File: config.mk
export PLATFORM = sky130hd
export DESIGN_NAME = csv_field_tokenizer_core_flat
export DESIGN_NICKNAME = d
export VERILOG_FILES = /design/src/sv/csvt_pkg.sv /design/src/sv/csvt_if.sv /design/src/sv/csv_field_tokenizer_core.sv /design/src/sv/csvt_cfg_regs.sv /design/src/sv/csvt_in_stage.sv /design/src/sv/csvt_parser.sv /design/src/flat_wrapper.sv
export VERILOG_INCLUDE_DIRS = /design/src /design/src/sv
export SDC_FILE = /design/constraint.sdc
export NUM_CORES = 1
export LEC_CHECK = 0
export BUFFER_PORTS_ARGS = -buffer_cell sky130_fd_sc_hd__buf_2
export CAP_MARGIN = 0
export CORE_MARGIN = 1
export CORE_UTILIZATION = 39
export CTS_BUF_LIST = sky130_fd_sc_hd__clkbuf_16
export CTS_CLUSTER_SIZE = 28
export DETAILED_ROUTE_END_ITERATION = 6
export GPL_TIMING_DRIVEN = 0
export PLACE_DENSITY = 0.59
export RECOVER_POWER = 50
export SLEW_MARGIN = 20
export SYNTH_ARGS = -nofsm -noshare
export SYNTH_HDL_FRONTEND = slang
export SYNTH_SLANG_ARGS = --single-unit
File: constraint.sdc
create_clock -name clk -period 2.2 [get_ports clk]
set_input_delay 0.55 -clock clk [delete_from_list [all_inputs] [get_ports clk]]
set_output_delay 0.55 -clock clk [all_outputs]
set_load 0.02 [all_outputs]
File: src/sv/csv_field_tokenizer_core_defines.svh
// ---------------------------------------------------------------------------
// CSV field tokenizer: assertion macros
// Shared property macros for the tokenizer's concurrent checks.
// ---------------------------------------------------------------------------
`ifndef CSV_FIELD_TOKENIZER_CORE_DEFINES_SVH
`define CSV_FIELD_TOKENIZER_CORE_DEFINES_SVH

// Same-cycle implication, checked outside reset.
`define CSVT_ASSERT_IMP(label, clk, rst_n, ante, cons) \
  label: assert property (@(posedge clk) disable iff (!rst_n) (ante) |-> (cons)) \
    else $error("csvt: same-cycle check failed");

// Next-cycle implication, checked outside reset.
`define CSVT_ASSERT_NXT(label, clk, rst_n, ante, cons) \
  label: assert property (@(posedge clk) disable iff (!rst_n) (ante) |=> (cons)) \
    else $error("csvt: next-cycle check failed");

`endif

File: src/sv/csvt_pkg.sv
// ---------------------------------------------------------------------------
// CSV field tokenizer package
// Shared types and constants for the tokenizer modules.
// ---------------------------------------------------------------------------
package csvt_pkg;

  localparam logic [7:0] BYTE_CR        = 8'd13;
  localparam logic [7:0] BYTE_LF        = 8'd10;
  localparam logic [7:0] DELIM_RST      = 8'd44;
  localparam logic [7:0] QUOTE_RST      = 8'd34;

  localparam int unsigned CFG_IDX_W = 1;
  localparam logic [CFG_IDX_W-1:0] CFG_IDX_DELIM = 1'b0;
  localparam logic [CFG_IDX_W-1:0] CFG_IDX_QUOTE = 1'b1;

  typedef struct packed {
    logic [7:0] delim;
    logic [7:0] quote;
  } cfg_t;

  typedef struct packed {
    logic [7:0] out_byte;
    logic       content_valid;
    logic       field_end;
    logic       line_end;
    logic       row_error;
  } result_t;

  // Handshake between the input stage and the parser.
  typedef struct packed {
    logic       valid;
    logic [7:0] data;
  } stage_t;

endpackage

File: src/sv/csvt_if.sv
// ---------------------------------------------------------------------------
// CSV field tokenizer channels
// Valid/ready channels for the byte input and the token output.
// ---------------------------------------------------------------------------
interface csvt_in_if;
  logic       valid;
  logic       ready;
  logic [7:0] in_byte;

  modport source (output valid, output in_byte, input ready);
  modport sink   (input valid, input in_byte, output ready);
endinterface

interface csvt_out_if;
  logic       valid;
  logic       ready;
  logic [7:0] out_byte;
  logic       content_valid;
  logic       field_end;
  logic       line_end;
  logic       row_error;

  modport source (output valid, output out_byte, output content_valid,
                  output field_end, output line_end, output row_error,
                  input ready);
  modport sink   (input valid, input out_byte, input content_valid,
                  input field_end, input line_end, input row_error,
                  output ready);
endinterface

File: src/sv/csv_field_tokenizer_core.sv
// ---------------------------------------------------------------------------
// CSV field tokenizer core
// Splits a byte stream into CSV field and row tokens.
// ---------------------------------------------------------------------------
// Usage:
//   in_ch carries one text byte per transfer (valid/ready). out_ch carries
//   one token per transfer: a content byte, a field end, a row end, or a
//   row error flag. Delimiter and quote bytes are set over the cfg_ port
//   (index 0 delimiter, index 1 quote) while the block is idle.
//   The input register loads on the edge that transfers a byte in, and the
//   result register loads from it when it is empty or being drained.
//   Throughput is one byte per cycle while out_ch does not stall; quote
//   openings, closing quotes, the first quote of a doubled pair, skipped
//   bytes and the LF of a CRLF pair produce no token.
//   The per-byte field state machine sits between the two registers.
//   When out_ch stalls, the result register holds its token and the input
//   register takes one more byte; in_ch.ready then drops until the token
//   is taken.
//   Reset (rst_n low, synchronous) empties both registers, returns to the
//   start-of-field state and restores comma and double quote.
// ---------------------------------------------------------------------------
`include "csv_field_tokenizer_core_defines.svh"

module csv_field_tokenizer_core (
  input  logic                           clk,
  input  logic                           rst_n,
  csvt_in_if.sink                        in_ch,
  csvt_out_if.source                     out_ch,
  input  logic                           cfg_wr_en,
  input  logic [csvt_pkg::CFG_IDX_W-1:0] cfg_index,
  input  logic [7:0]                     cfg_wr_data
);

  csvt_pkg::cfg_t    cfg;
  csvt_pkg::stage_t  stage;
  csvt_pkg::result_t res;
  logic              advance;
  logic              res_valid;

  csvt_cfg_regs u_cfg (
    .clk      (clk),
    .rst_n    (rst_n),
    .wr_en    (cfg_wr_en),
    .wr_index (cfg_index),
    .wr_data  (cfg_wr_data),
    .cfg      (cfg)
  );

  csvt_in_stage u_in (
    .clk      (clk),
    .rst_n    (rst_n),
    .in_valid (in_ch.valid),
    .in_data  (in_ch.in_byte),
    .in_ready (in_ch.ready),
    .advance  (advance),
    .stage    (stage)
  );

  csvt_parser u_parse (
    .clk       (clk),
    .rst_n     (rst_n),
    .cfg       (cfg),
    .stage     (stage),
    .advance   (advance),
    .res_valid (res_valid),
    .res       (res),
    .res_ready (out_ch.ready)
  );

  assign out_ch.valid         = res_valid;
  assign out_ch.out_byte      = res.out_byte;
  assign out_ch.content_valid = res.content_valid;
  assign out_ch.field_end     = res.field_end;
  assign out_ch.line_end      = res.line_end;
  assign out_ch.row_error     = res.row_error;

  logic out_data;
  logic out_mark;
  logic tok_marks;
  logic clean_eol;
  logic out_stall;

  assign out_data  = out_ch.valid && out_ch.content_valid;
  assign out_mark  = out_ch.valid && !out_ch.content_valid;
  assign tok_marks = out_ch.field_end || out_ch.line_end || out_ch.row_error;
  assign clean_eol = out_ch.valid && out_ch.line_end && !out_ch.row_error;
  assign out_stall = out_ch.valid && !out_ch.ready;

  // A content token carries no end or error marks; other tokens carry no byte.
  `CSVT_ASSERT_IMP(a_content_excl, clk, rst_n, out_data, !tok_marks)
  `CSVT_ASSERT_IMP(a_byte_zero, clk, rst_n, out_mark, out_ch.out_byte == 8'd0)
  // A clean row end always closes its last field.
  `CSVT_ASSERT_IMP(a_row_closes_field, clk, rst_n, clean_eol, out_ch.field_end)
  // Both registers full and output stalled: input must back-pressure.
  `CSVT_ASSERT_IMP(a_backpressure, clk, rst_n, stage.valid && out_stall, !in_ch.ready)

endmodule

File: src/sv/csvt_cfg_regs.sv
// ---------------------------------------------------------------------------
// CSV field tokenizer configuration registers
// Delimiter and quote byte registers behind a plain write port.
// ---------------------------------------------------------------------------
module csvt_cfg_regs (
  input  logic                           clk,
  input  logic                           rst_n,
  input  logic                           wr_en,
  input  logic [csvt_pkg::CFG_IDX_W-1:0] wr_index,
  input  logic [7:0]                     wr_data,
  output csvt_pkg::cfg_t                 cfg
);

  csvt_pkg::cfg_t cfg_r;

  always_ff @(posedge clk) begin
    if (!rst_n) begin
      cfg_r.delim <= csvt_pkg::DELIM_RST;
      cfg_r.quote <= csvt_pkg::QUOTE_RST;
    end else if (wr_en) begin
      case (wr_index)
        csvt_pkg::CFG_IDX_DELIM: cfg_r.delim <= wr_data;
        csvt_pkg::CFG_IDX_QUOTE: cfg_r.quote <= wr_data;
        default: ;
      endcase
    end
  end

  assign cfg = cfg_r;

endmodule

File: src/sv/csvt_in_stage.sv
// ---------------------------------------------------------------------------
// CSV field tokenizer input stage
// Registers one accepted byte ahead of the parser.
// ---------------------------------------------------------------------------
module csvt_in_stage (
  input  logic            clk,
  input  logic            rst_n,
  input  logic            in_valid,
  input  logic [7:0]      in_data,
  output logic            in_ready,
  input  logic            advance,
  output csvt_pkg::stage_t stage
);

  logic       valid_r;
  logic [7:0] data_r;

  assign in_ready = !valid_r || advance;

  always_ff @(posedge clk) begin
    if (!rst_n) begin
      valid_r <= 1'b0;
    end else if (in_ready) begin
      valid_r <= in_valid;
    end
  end

  always_ff @(posedge clk) begin
    if (in_valid && in_ready) begin
      data_r <= in_data;
    end
  end

  assign stage.valid = valid_r;
  assign stage.data  = data_r;

endmodule

File: src/sv/csvt_parser.sv
// ---------------------------------------------------------------------------
// CSV field tokenizer parser
// Field state machine and result register; one byte per cycle unless the result register stalls.
// ---------------------------------------------------------------------------
module csvt_parser (
  input  logic             clk,
  input  logic             rst_n,
  input  csvt_pkg::cfg_t   cfg,
  input  csvt_pkg::stage_t stage,
  output logic             advance,
  output logic             res_valid,
  output csvt_pkg::result_t res,
  input  logic             res_ready
);

  typedef enum logic [2:0] {
    MODE_BEFORE = 3'd0,
    MODE_PLAIN  = 3'd1,
    MODE_QUOTED = 3'd2,
    MODE_QSEEN  = 3'd3,
    MODE_SKIP   = 3'd4
  } mode_t;

  mode_t             mode_r, mode_nxt;
  logic              cr_r, cr_nxt;
  logic              out_valid_r, hit_nxt;
  csvt_pkg::result_t out_r, out_nxt;

  logic [7:0] b;
  logic       is_delim, is_quote, is_eol, is_cr;

  assign b        = stage.data;
  assign is_delim = (b == cfg.delim);
  assign is_quote = (b == cfg.quote);
  assign is_cr    = (b == csvt_pkg::BYTE_CR);
  assign is_eol   = is_cr || (b == csvt_pkg::BYTE_LF);

  // Result register frees up when empty or being drained.
  assign advance = !out_valid_r || res_ready;

  always_comb begin
    mode_nxt = mode_r;
    cr_nxt   = 1'b0;
    hit_nxt  = 1'b0;
    out_nxt  = '0;
    if (cr_r && (b == csvt_pkg::BYTE_LF)) begin
      // swallow LF of a CRLF pair
      hit_nxt = 1'b0;
    end else begin
      case (mode_r)
        MODE_PLAIN: begin
          hit_nxt = 1'b1;
          if (is_delim) begin
            mode_nxt          = MODE_BEFORE;
            out_nxt.field_end = 1'b1;
          end else if (is_eol) begin
            mode_nxt          = MODE_BEFORE;
            cr_nxt            = is_cr;
            out_nxt.field_end = 1'b1;
            out_nxt.line_end  = 1'b1;
          end else begin
            out_nxt.out_byte      = b;
            out_nxt.content_valid = 1'b1;
          end
        end
        MODE_QUOTED: begin
          if (is_quote) begin
            mode_nxt = MODE_QSEEN;
          end else if (is_eol) begin
            hit_nxt           = 1'b1;
            mode_nxt          = MODE_BEFORE;
            cr_nxt            = is_cr;
            out_nxt.line_end  = 1'b1;
            out_nxt.row_error = 1'b1;
          end else begin
            hit_nxt               = 1'b1;
            out_nxt.out_byte      = b;
            out_nxt.content_valid = 1'b1;
          end
        end
        MODE_QSEEN: begin
          hit_nxt = 1'b1;
          if (is_delim) begin
            mode_nxt          = MODE_BEFORE;
            out_nxt.field_end = 1'b1;
          end else if (is_quote) begin
            mode_nxt              = MODE_QUOTED;
            out_nxt.out_byte      = cfg.quote;
            out_nxt.content_valid = 1'b1;
          end else if (is_eol) begin
            mode_nxt          = MODE_BEFORE;
            cr_nxt            = is_cr;
            out_nxt.field_end = 1'b1;
            out_nxt.line_end  = 1'b1;
          end else begin
            // stray byte after closing quote
            mode_nxt          = MODE_SKIP;
            out_nxt.row_error = 1'b1;
          end
        end
        MODE_SKIP: begin
          if (is_eol) begin
            hit_nxt           = 1'b1;
            mode_nxt          = MODE_BEFORE;
            cr_nxt            = is_cr;
            out_nxt.line_end  = 1'b1;
            out_nxt.row_error = 1'b1;
          end
        end
        default: begin
          if (is_delim) begin
            hit_nxt           = 1'b1;
            mode_nxt          = MODE_BEFORE;
            out_nxt.field_end = 1'b1;
          end else if (is_quote) begin
            mode_nxt = MODE_QUOTED;
          end else if (is_eol) begin
            hit_nxt           = 1'b1;
            mode_nxt          = MODE_BEFORE;
            cr_nxt            = is_cr;
            out_nxt.field_end = 1'b1;
            out_nxt.line_end  = 1'b1;
          end else begin
            hit_nxt               = 1'b1;
            mode_nxt              = MODE_PLAIN;
            out_nxt.out_byte      = b;
            out_nxt.content_valid = 1'b1;
          end
        end
      endcase
    end
  end

  always_ff @(posedge clk) begin
    if (!rst_n) begin
      mode_r      <= MODE_BEFORE;
      cr_r        <= 1'b0;
      out_valid_r <= 1'b0;
    end else if (advance) begin
      out_valid_r <= stage.valid && hit_nxt;
      if (stage.valid) begin
        mode_r <= mode_nxt;
        cr_r   <= cr_nxt;
      end
    end
  end

  always_ff @(posedge clk) begin
    if (advance && stage.valid) begin
      out_r <= out_nxt;
    end
  end

  assign res_valid = out_valid_r;
  assign res       = out_r;

endmodule

File: src/flat_wrapper.sv
// flat-port wrapper written by rule: the top's interface ports become plain ports
module csv_field_tokenizer_core_flat 
  (clk, rst_n, cfg_wr_en, cfg_index, cfg_wr_data, in_ch_valid, in_ch_in_byte, in_ch_ready, out_ch_valid, out_ch_out_byte, out_ch_content_valid, out_ch_field_end, out_ch_line_end, out_ch_row_error, out_ch_ready);
  csvt_in_if in_ch_i ();
  csvt_out_if out_ch_i ();
  input  logic clk;
  input  logic rst_n;
  input  logic cfg_wr_en;
  input  logic [csvt_pkg::CFG_IDX_W-1:0] cfg_index;
  input  logic [7:0] cfg_wr_data;
  input wire logic [$bits(in_ch_i.valid)-1:0] in_ch_valid;
  input wire logic [$bits(in_ch_i.in_byte)-1:0] in_ch_in_byte;
  output wire logic [$bits(in_ch_i.ready)-1:0] in_ch_ready;
  output wire logic [$bits(out_ch_i.valid)-1:0] out_ch_valid;
  output wire logic [$bits(out_ch_i.out_byte)-1:0] out_ch_out_byte;
  output wire logic [$bits(out_ch_i.content_valid)-1:0] out_ch_content_valid;
  output wire logic [$bits(out_ch_i.field_end)-1:0] out_ch_field_end;
  output wire logic [$bits(out_ch_i.line_end)-1:0] out_ch_line_end;
  output wire logic [$bits(out_ch_i.row_error)-1:0] out_ch_row_error;
  input wire logic [$bits(out_ch_i.ready)-1:0] out_ch_ready;
  assign in_ch_i.valid = in_ch_valid;
  assign in_ch_i.in_byte = in_ch_in_byte;
  assign in_ch_ready = in_ch_i.ready;
  assign out_ch_valid = out_ch_i.valid;
  assign out_ch_out_byte = out_ch_i.out_byte;
  assign out_ch_content_valid = out_ch_i.content_valid;
  assign out_ch_field_end = out_ch_i.field_end;
  assign out_ch_line_end = out_ch_i.line_end;
  assign out_ch_row_error = out_ch_i.row_error;
  assign out_ch_i.ready = out_ch_ready;
  csv_field_tokenizer_core u_core (.clk(clk), .rst_n(rst_n), .in_ch(in_ch_i), .out_ch(out_ch_i), .cfg_wr_en(cfg_wr_en), .cfg_index(cfg_index), .cfg_wr_data(cfg_wr_data));
endmodule
After elaboration in Yosys (flattened, before gate mapping)
Index checks and enable logic that the tools add are counted.
Word-level totals
  word-level logic and storage cells: 79
  register bits after elaboration: 42
  output and inout port bits: 14
  bits of input ports: 22
Operators by class
  bitwise operators: 2
  equality and inequality tests: 8
  reductions and logical operators: 15
  multiplexer cells: 42
Operator list (count)
  $mux 9: 6
  $pmux 9 s4: 1
  $mux 3: 7
  $eq 8x4->1 const B: 2
  $eq 8x8->1: 2
  $mux 1: 16
  $pmux 1 s3: 4
  $pmux 3 s4: 1
  $mux 11: 1
  $mux 2: 5
  $eq 3x2->1 const B: 2
  $reduce_and 2->1: 3
  $logic_and 1x1->1: 4
  $pmux 1 s4: 1
  $reduce_or 2->1: 2
  $eq 3x1->1 const B: 1
  $eq 3x3->1 const B: 1
  $logic_or 1x1->1: 3
  $reduce_and 3->1: 1
  $logic_not 1->1: 2
  $not 1->1: 2

Longest topological paths before layout
  word-level depth: 7
  mapped depth: 7
  mapped depth without buffers: 6

By module
Synthesis repeated with hierarchy kept, for this count alone.
Unflattened totals
  cells, all modules: 202
  area, all modules: 2155.8 µm²
Modules (own cells, without submodules)
  csvt_parser: instances 1, area an instance 1197.4 µm², cells each 119, sequential area each 460.4 µm²
  csvt_cfg_regs: instances 1, area an instance 653.1 µm², cells each 69, sequential area each 320.3 µm²
  csvt_in_stage: instances 1, area an instance 305.3 µm², cells each 14, sequential area each 260.2 µm²

Worst setup path before layout
No wires, ideal clock.
  kind: register to register
  from: register u_core.u_in.data_r[1]
  to: register u_core.u_parse.out_r (netlist bit u_core.u_parse.res[4]) (data pin)
  clock period less this slack: 1948 ps
  arrival: 1691 ps
  required time: 1943 ps
  library setup time: 257 ps
  stages on the path, launching flop included: 7
  setup slack: 252 ps
  path buffers: 0
  cells stage by stage: edfxtp_1 xor2_1 nor4_4 nand2_4 a32oi_2 o21ai_2 a32o_2
On the way
  longest elaborated chain between the ends: 6
  elaborated cells on any way between the ends: 14
  classes of those cells: 4 x eq/ne; 8 x mux; 2 x reduce/logical
Ends and longest elaborated chain
  from (decl): line csvt_in_stage.sv:16  | logic [7:0] data_r;
  from (signal assigned): line csvt_in_stage.sv:30  | data_r <= in_data;
  $eq 8x4->1 (on tied branches): line csvt_parser.sv:35, csvt_parser.sv:36, csvt_parser.sv:46
  $logic_or 1x1->1: line csvt_parser.sv:36  | assign is_eol = is_cr || (b == csvt_pkg::BYTE_LF);
  $mux 9: line csvt_parser.sv:56, csvt_parser.sv:69, csvt_parser.sv:117
  $mux 11: line csvt_parser.sv:115  | end else if (is_quote) begin
  $mux 9: line csvt_parser.sv:111  | if (is_delim) begin
  $pmux 9 s4: line csvt_parser.sv:50  | case (mode_r)
  to (signal assigned): line csvt_parser.sv:150  | out_r <= out_nxt;
  to (decl): line csvt_parser.sv:27  | csvt_pkg::result_t out_r, out_nxt;
Parallel ways exist; a longest one is shown, timed or not.
A chain may end at the register's enable or synchronous reset.

Final worst setup path
  from: register u_core.u_in.data_r[4]
  to: register u_core.u_parse.out_r (netlist bit u_core.u_parse.res[7]) (data pin)
The elaborated chain is that of the path after synthesis.

==> impl_metrics.csv <==
group,metric,value,unit
floorplan,num_rows,26,
sta,rsz0062_at_grt,"true",
job,max_cap_violations,0,
yosys,syn-num-nets,235,
worst_setup_path,required,2.24,ns
sta,clock_skew,0.00534,ns
status,status,"completed",
floorplan,dieArea,5770,um^2
sta,report.final.slew_viol_count,0,
yosys,syn_inst,213,
grt,grt-ovfl-total,0,
finish,drive_gt1_share,23.7,%
route,wl_per_cell,13.9,um
grt,antenna_found_initial,0,
pwr,total_power,2010,uW
worst_setup_path,crit_type,"reg2reg",
route,ant_nets,0,
yosys,synth_edf_count,20,
clocking,clock_path_buffers,2,
worst_setup_path,start_kind,"register",
clocking,cts_buffers,5,
finish,syn_to_final_growth,24.4,%
yosys,synthArstFlopShare,0,%
sta,slew-limit-headroom,59.9,%
clocking,hold_buffers,0,
clocking,path_clk_slew,0.06,ns
sta,tightestPinTransition,0.601,ns
clocking,htree_levels,2,
sta,fin_crit,2.14,ns
worst_setup_path,cp.arrival,2.18,ns
yosys,synth_cell_type_count,44,
grt,grt_start_max_net_pins,15,
finish,num_antenna_cells,0,
clocking,clock_latency,0.28,ns
clocking,cts.sinks,42,
placement,dp.cells,318,
yosys,synthFlopType,"dfxtp_1",
grt,grt_usage,16.1,%
yosys,syn_area_per_cell,10.0,um^2
worst_setup_path,end_kind,"register",
clocking,root_buffer,"clkbuf_16",
floorplan,die_w,76.0,um
route,drt_iter0_drc,192,
finish,final_cells,332,
sta,setup_ws,0.0567,ns
finish,final_nets,283,
floorplan,ioPinCount,36,
grt,grt_pass1_vias,1538,
sta,min_period_over_period,97.4,%
floorplan,start_util,41.2,%
sta,setup_violations,0,
sta,max_freq,467,MHz
sta,hold_slack,0.439,ns
pwr,p_per_area,759,nW/um^2
sta,setup-tns-final,0,ns
yosys,synth-seq-cells,42,
clocking,cts_tree,"done",
route,drc,0,
floorplan,die_y,76.0,um
route,vias_per_cell,5.10,
route,detail_route.wirelength,4.63,mm
pwr,irDropWorstVdd,0.469,mV
placement,globalplace.congestion,0.825,
yosys,netlist_area,2130,um^2
floorplan,placeableCoreArea,5170,um^2
placement,port_buffers,35,
yosys,yosys_warnings,0,
grt,grt_pass1_wl,7.33,mm
yosys,ys_seq_area_share,48.8,%
placement,place_ws,0.00124,ns
route,via_count,1693,
worst_setup_path,crit_fanout,8,
sta,hold_viol,0,
pwr,p_leak,0.00105,uW
placement,dp_hpwl,3.25,mm
route,dr.pass1.iters,4,
worst_hold_path,hold_path_class,"in2reg",
## where the power goes
part / switching (uW) / internal (uW) / total [uW]
registers: 33.0 / 861 / 894
clock network: 303 / 606 / 909
logic: 122 / 88.3 / 210
total: 458 / 1560 / 2010
## worst max-delay path, cell delays in order (launching register included)
cell,delay [ns]
edfxtp_1,0.50
xor2_1,0.21
nor4_4,0.40
nand2_4,0.12
a32oi_4,0.25
o21ai_4,0.13
a32o_2,0.29
## cell usage after synthesis (all sizes together), types with 3 or more instances
cell / number / share of area (%)
nor2: 9 / 1.6
dfxtp: 22 / 21
nand3: 9 / 2.1
clkbuf: 8 / 1.4
nand2: 44 / 8.2
nor2b: 4 / 1.2
xor2: 16 / 6.6
a32o: 4 / 2.1
nor4: 5 / 4.3
and2b: 3 / 1.1
a22o: 4 / 1.6
a31oi: 3 / 0.88
and3: 4 / 1.3
a21oi: 7 / 1.8
o21ai: 6 / 1.6
nor3: 6 / 1.4
buf: 3 / 1.1
nand2b: 5 / 1.5
a21boi: 11 / 3.9
edfxtp: 20 / 28
## metal layers
metal	routed length, um	global-route usage (%)
met2	2140	25.5
met1	2240	21.7
met5	0	0
met3	188	3.13
met4	63	6.35
## cell families after synthesis
kind of cell / after synthesis / share of synthesized area [%]
DFF: 42 / 48.8
buffers and inverters: 13 / 2.82
xor gates and xnor gates: 17 / 6.98
and+or+nand+nor: 95 / 24.9
AOI/OAI and AO/OA: 46 / 16.5
## state kept, by name (all words and copies together) (netlist names)
signal                    cells
u_core.u_cfg.cfg             16
u_core.u_parse.res           12
u_core.u_in.data_r            8
u_core.u_parse.mode_r         3
u_core.u_in.valid_r           1
u_core.u_parse.cr_r           1
u_core.u_parse.res_valid      1
## timing repair
item	4_1_cts	5_1_grt
pin swaps	0	6
setup buffers	1	5
gates resized for setup	0	5
endpoints found under the setup margin	1	9
## placed cells by master, fill, tap and decap left out, types with 2 or more instances in the layout
cell,Yosys,layout
a211oi_1,2,2
buf_4,3,9
clkbuf_1,8,16
a31oi_1,3,3
nor2_1,9,9
and2b_1,2,2
buf_2,0,27
a32o_2,4,4
edfxtp_1,20,20
o21ai_1,1,2
clkbuf_16,0,6
a21oi_1,6,6
a22o_1,4,4
dfxtp_1,22,22
nor2b_1,4,4
inv_1,2,2
nand2_1,42,42
xor2_1,16,16
o21ai_0,4,3
nand3_1,9,9
a21o_1,2,2
nor3_1,6,6
and3_2,2,2
nand2b_1,5,5
a21boi_0,11,11
and3_1,2,2
nor4_4,4,5
## metrics by stage
| stage | cell area, um^2 | util, % |
|---|---|---|
| finish | 2650 | 51.3 |
| global route | 2650 | 51.3 |
| CTS | 2590 | 50.1 |
| detailed placement | 2400 | 46.3 |
| global placement | 2400 | 46.3 |
| floorplan | 2130 | - |
## final cells by class
class / instances / area, um^2
buffer: 11 / 52.6
clock buffer: 6 / 150
clock inverter: 2 / 38.8
fill: 481 / 2520
inverter: 2 / 7.51
multi-input combinational: 158 / 1070
sequential: 42 / 1040
tap: 70 / 87.6
timing repair buffer: 41 / 210
## final timing paths
path	depth (start not counted)	slack, ns	startpoint	end
worst max-delay path	6	0.06	u_core.u_in.data_r[4]	u_core.u_parse.res[7]
worst min-delay path	1	0.44	in_ch_in_byte[4]	u_core.u_in.data_r[4]
worst max register to register	6	0.06	u_core.u_in.data_r[4]	u_core.u_parse.res[7]
worst min register to register	2	0.47	u_core.u_parse.cr_r	u_core.u_parse.cr_r
Power figures use the tool's default switching activity.
